File: src/design/mcsm_pkg.sv
// Shared types, constants and command codes of the clip sequencer mixer.
package mcsm_pkg;

	localparam int CHANNELS = 4;
	localparam int STORE_BYTES = 65536;
	localparam int CH_W = (CHANNELS > 1) ? $clog2(CHANNELS) : 1;
	localparam int ADDR_W = $clog2(STORE_BYTES);
	localparam int MASK_W = 4;

	typedef enum logic [3:0] {
		OP_TICK        = 4'd0,
		OP_PLAY        = 4'd1,
		OP_LOOP        = 4'd2,
		OP_PLAY_NEXT   = 4'd3,
		OP_LOOP_NEXT   = 4'd4,
		OP_TRANSITION  = 4'd5,
		OP_STOP        = 4'd6,
		OP_STOP_ALL    = 4'd7,
		OP_STORE_WRITE = 4'd8
	} op_t;

	localparam logic [0:0] REG_SAMPLE_8BIT = 1'd0;

	typedef struct packed {
		logic [3:0]  func;
		logic [1:0]  channel;
		logic [15:0] clip_start;
		logic [16:0] clip_length;
		logic [15:0] store_address;
		logic [7:0]  store_byte;
	} cmd_t;

	typedef struct packed {
		logic        is_sample;
		logic [15:0] mixed_sample;
		logic [3:0]  done_mask;
		logic [3:0]  active_mask;
		logic        amp_enable;
	} res_t;

	// controller to datapath
	typedef struct packed {
		logic          capture;   // latch command, write the store
		logic          tick_clr;  // clear accumulator
		logic          rd_lo;     // issue low byte read
		logic          rd_hi;     // issue high byte read
		logic          ch_step;   // finish current channel
		logic [CH_W-1:0] ch;
		logic          finish;    // run channel commands
	} dp_cmd_t;

	typedef struct packed {
		logic is_tick;
		logic ch_play;   // selected channel plays and has a whole sample
		logic sample_8;
	} dp_stat_t;

endpackage

File: src/design/mcsm_ctrl.sv
// Sequencer that steps the datapath through one item at a time.
module mcsm_ctrl (
	input  logic                clk,
	input  logic                arst_n,
	input  logic                in_valid,
	output logic                in_ready,
	output logic                out_valid,
	input  logic                out_ready,
	input  mcsm_pkg::dp_stat_t  stat,
	output mcsm_pkg::dp_cmd_t   ctl
);
	typedef enum logic [2:0] {
		S_IDLE, S_DISPATCH, S_CH, S_RD2, S_STEP, S_FINISH, S_OUT
	} state_t;

	state_t state_q;
	logic [mcsm_pkg::CH_W-1:0] ch_q;
	logic                      last_ch;

	assign last_ch = (32'(ch_q) == mcsm_pkg::CHANNELS - 1);
	assign in_ready = (state_q == S_IDLE);
	assign out_valid = (state_q == S_OUT);

	always_comb begin
		ctl = '0;
		ctl.ch = ch_q;
		ctl.capture = in_valid && in_ready;
		ctl.tick_clr = (state_q == S_DISPATCH);
		ctl.rd_lo = (state_q == S_CH) && stat.ch_play;
		ctl.rd_hi = (state_q == S_RD2);
		ctl.ch_step = (state_q == S_STEP);
		ctl.finish = (state_q == S_FINISH);
	end

	// per channel: read low (and high) byte, then step
	always_ff @(posedge clk or negedge arst_n) begin
		if (!arst_n) begin
			state_q <= S_IDLE;
			ch_q <= '0;
		end else begin
			case (state_q)
				S_IDLE: if (in_valid) state_q <= S_DISPATCH;
				S_DISPATCH: begin
					ch_q <= '0;
					state_q <= stat.is_tick ? S_CH : S_FINISH;
				end
				S_CH: begin
					if (stat.ch_play && !stat.sample_8) state_q <= S_RD2;
					else state_q <= S_STEP;
				end
				S_RD2: state_q <= S_STEP;
				S_STEP: begin
					if (last_ch) begin
						state_q <= S_FINISH;
					end else begin
						ch_q <= ch_q + 1'b1;
						state_q <= S_CH;
					end
				end
				S_FINISH: state_q <= S_OUT;
				S_OUT: if (out_ready) state_q <= S_IDLE;
				default: state_q <= S_IDLE;
			endcase
		end
	end

	assert property (@(posedge clk) disable iff (!arst_n)
		out_valid && !out_ready |=> out_valid)
		else $error("result dropped");
	assert property (@(posedge clk) disable iff (!arst_n)
		!(in_ready && out_valid))
		else $error("overlap of items");
	assert property (@(posedge clk) disable iff (!arst_n)
		ctl.rd_hi |=> ctl.ch_step)
		else $error("high read not followed by step");
endmodule

File: config.mk
export PLATFORM = sky130hd
export DESIGN_NAME = mcsm_ctrl
export DESIGN_NICKNAME = d
export VERILOG_FILES = /design/src/design/mcsm_pkg.sv /design/src/design/mcsm_ctrl.sv
export SDC_FILE = /design/constraint.sdc
export NUM_CORES = 1
export LEC_CHECK = 0
export ABC_AREA = 1
export BUFFER_PORTS_ARGS = -buffer_cell sky130_fd_sc_hd__buf_2
export CORE_AREA = 2 2 39 41
export CTS_BUF_LIST = sky130_fd_sc_hd__clkbuf_8
export DETAILED_ROUTE_END_ITERATION = 8
export DIE_AREA = 0 0 41 43
export GPL_TIMING_DRIVEN = 0
export PLACE_DENSITY = 0.51
export SYNTH_ARGS = -nofsm -noshare
export SYNTH_HDL_FRONTEND = slang
export SYNTH_SLANG_ARGS = --single-unit
File: constraint.sdc
create_clock -name clk -period 1.35 [get_ports clk]
set_clock_uncertainty 0.05 [all_clocks]
set_input_delay 0.0675 -clock clk [delete_from_list [all_inputs] [get_ports clk]]
set_output_delay 0.0675 -clock clk [all_outputs]
set_load 0.1 [all_outputs]
==> flow_summary.yaml <==
synth:
  synth-seq-cells: 5
  synthesis.nets: 63
  synth_fa_ha_area_share_pct: 3.51
  synth_cell_type_count: 16
  syn-instance-count: 55
  yosysWarningCount: 0
  synthSimpleGateAreaFrac_pct: 38.6
  synthXorXnorAreaFrac_pct: 0
  avgSynthCellArea_sq_um: 6.48
  synthMuxAreaShare_pct: 0
  syn-cell-area_sq_um: 357
  synth-compound-area-share_pct: 7.72
  seq_area_frac_synth_pct: 35.1
  synth_top_family_by_area: "simple AND/OR/NAND/NOR gates"
drt:
  drt-pass1-iter-count: 4
  drt_iter0_drc: 2
  wire_per_inst_microns: 10.5
  route.detailed.drc: 0
  vias: 422
  viasPerCell: 4.22
  drt.antenna.violating_nets: 0
  totalWireLength_mm: 1.05
floorplan:
  die_area_sq_um: 1760
  num_rows: 14
  coreArea_sq_um: 1380
  start_util_pct: 25.8
  io_pins: 17
  die_x_microns: 41
  die_h_microns: 43
grt:
  grt_max_degree: 7
  grt_overflow: 0
  grt_usage_pct: 14.3
  antenna_found_initial: 0
  grt_first_pass_wirelength_mm: 1.67
  first_global_vias: 421
timing:
  finalSetupTns_ps: -353
  setup_viol: 6
  tightest_slew_ps: 483
  clock.fmax_mhz: 690
  period_needed_ps: 1450
  setup_slack_ps: -99.7
  slew_headroom_pct: 68.0
  hold_viol: 0
  fin_crit_sh_pct: 107
  maxSlewViolCount: 0
  rsz0062_at_grt: "yes"
  timing.hold.ws_ps: 73.6
placement:
  portBuffers: 16
  place_inst: 87
  gp_congestion: 0.683
  place_ws_ps: -176
  hpwl_microns: 684
finish:
  fin_nets: 93
  drive_gt1_share_pct: 58.3
  fin_cells: 100
  diodes: 0
  syn_to_final_growth_pct: 129
outcome:
  violations: "negative setup slack"
  status: "complete, but fails checks"
worst_setup_path:
  r2r_start: "state_q[2]"
  crit_fanout: 5
  crit_chain: "buf_12 > nor4_4 > buf_6"
  crit_type: "reg -> out"
  ff2ff_path_depth: 7
  worstPathArrival_ps: 1330
  slowest_delay_ps: 450
  setup.worst_path.start_class: "register"
  cp.required_ps: 1230
  cp-end-kind: "output pin"
  slowest_stage: "dfrtp_2"
  rrSetupSlack_ps: 60
  rr_endpoint: "state_q[0]"
clock_tree:
  cts_tree: "yes"
  cts_root_buf: "clkbuf_8"
  clock_latency_ps: 220
  htreeDepth: 1
  clk_path_buf_depth: 2
  cts_buffers: 3
  clkSinkCount: 5
  clk_pin_slew_ps: 30
hold_path:
  holdCritPathClass: "in -> reg"
  min_from: "stat[2]"
  worst_hold_path.endpoint: "state_q[1]"
  min_path_cells: 3
job:
  max-cap-violations: 0
## state kept, by name, indices dropped and copies added (netlist names)
register	flops
ch_q	2
state_q	3
## worst max-delay path by stage
stage                     to  cells past startpoint        from  slack, ps
global route        in_ready                      5  state_q[2]       -150
CTS                   ctl[6]                      5  state_q[0]        -90
global placement      ctl[6]                      5  state_q[2]       -180
finish                ctl[5]                      3  state_q[0]       -100
floorplan             ctl[5]                      2  state_q[2]       -360
detailed placement    ctl[6]                      5  state_q[2]       -180
## routing by layer
| metal | routed length, microns | vias to the layer above | track usage (%) | part of all wire (%) |
|---|---|---|---|---|
| met5 | 0 | - | 0 | 0 |
| met4 | 0 | 0 | 8.00 | 0 |
| met3 | 16 | 0 | 4.71 | 1.5 |
| met2 | 581 | 6 | 21.9 | 55 |
| met1 | 448 | 184 | 16.7 | 43 |
| li1 | - | 232 | - | - |
## logic make-up after synthesis
logic type                 count (synthesis)
and+or+nand+nor                           30
buffers and inverters                     14
AOI/OAI and AO/OA                          5
DFF                                        5
adders and majority gates                  1
## timing repair
action | CTS | global route
setup buffers | 5 | 3
hold endpoints to repair | 5 | 0
gates resized for setup | 34 | 5
pin swaps | 4 | 2
endpoints found under the setup margin | 8 | 10
hold buffers | 1 | 0
## per-stage QoR
step	instance area, sq um	utilization (%)
final	817	59.0
after global routing	817	59.0
after CTS	759	54.9
after detailed placement	544	39.3
after global placement	544	39.3
after floorplan	444	-
## cell usage in the layout, fill, tap and decap left out, drive strengths merged
| master | count |
|---|---|
| nor2 | 8 |
| buf | 25 |
| dlygate4sd3 | 1 |
| inv | 11 |
| o211ai | 1 |
| clkinvlp | 3 |
| o21ai | 4 |
| nand3 | 5 |
| clkbuf | 3 |
| dfrtp | 5 |
| nand4 | 3 |
| nand2 | 10 |
| nor3 | 3 |
| ha | 1 |
| nor4 | 1 |
## Yosys cell counts, drive strengths merged
library cell	count	share of area, %
o211ai	1	2.1
ha	1	3.5
buf	1	1.4
dfrtp	5	35
nor3	3	4.2
nand3	5	7.0
nand4	3	5.3
inv	13	14
nor2	8	9.1
nor4	1	1.8
nand2	10	11
o21ai	4	5.6
## cell type report
cell class / count / area, sq um
buffer: 1 / 11.3
clock buffer: 3 / 41.3
clock inverter: 1 / 3.75
fill: 124 / 567
inverter: 13 / 67.6
multi-input combinational: 36 / 264
sequential: 5 / 135
tap: 16 / 20.0
timing repair buffer: 25 / 274
## worst max-delay path: cells and delay by family (launching register included)
family	cells	cell delay [ps]
buffers and inverters	2	410
flip-flops	1	450
AND/OR/NAND/NOR	1	250
Power is left out: the tool's default activity adds up to more than one toggle a clock period on the data nets, which glitch-free logic cannot reach.
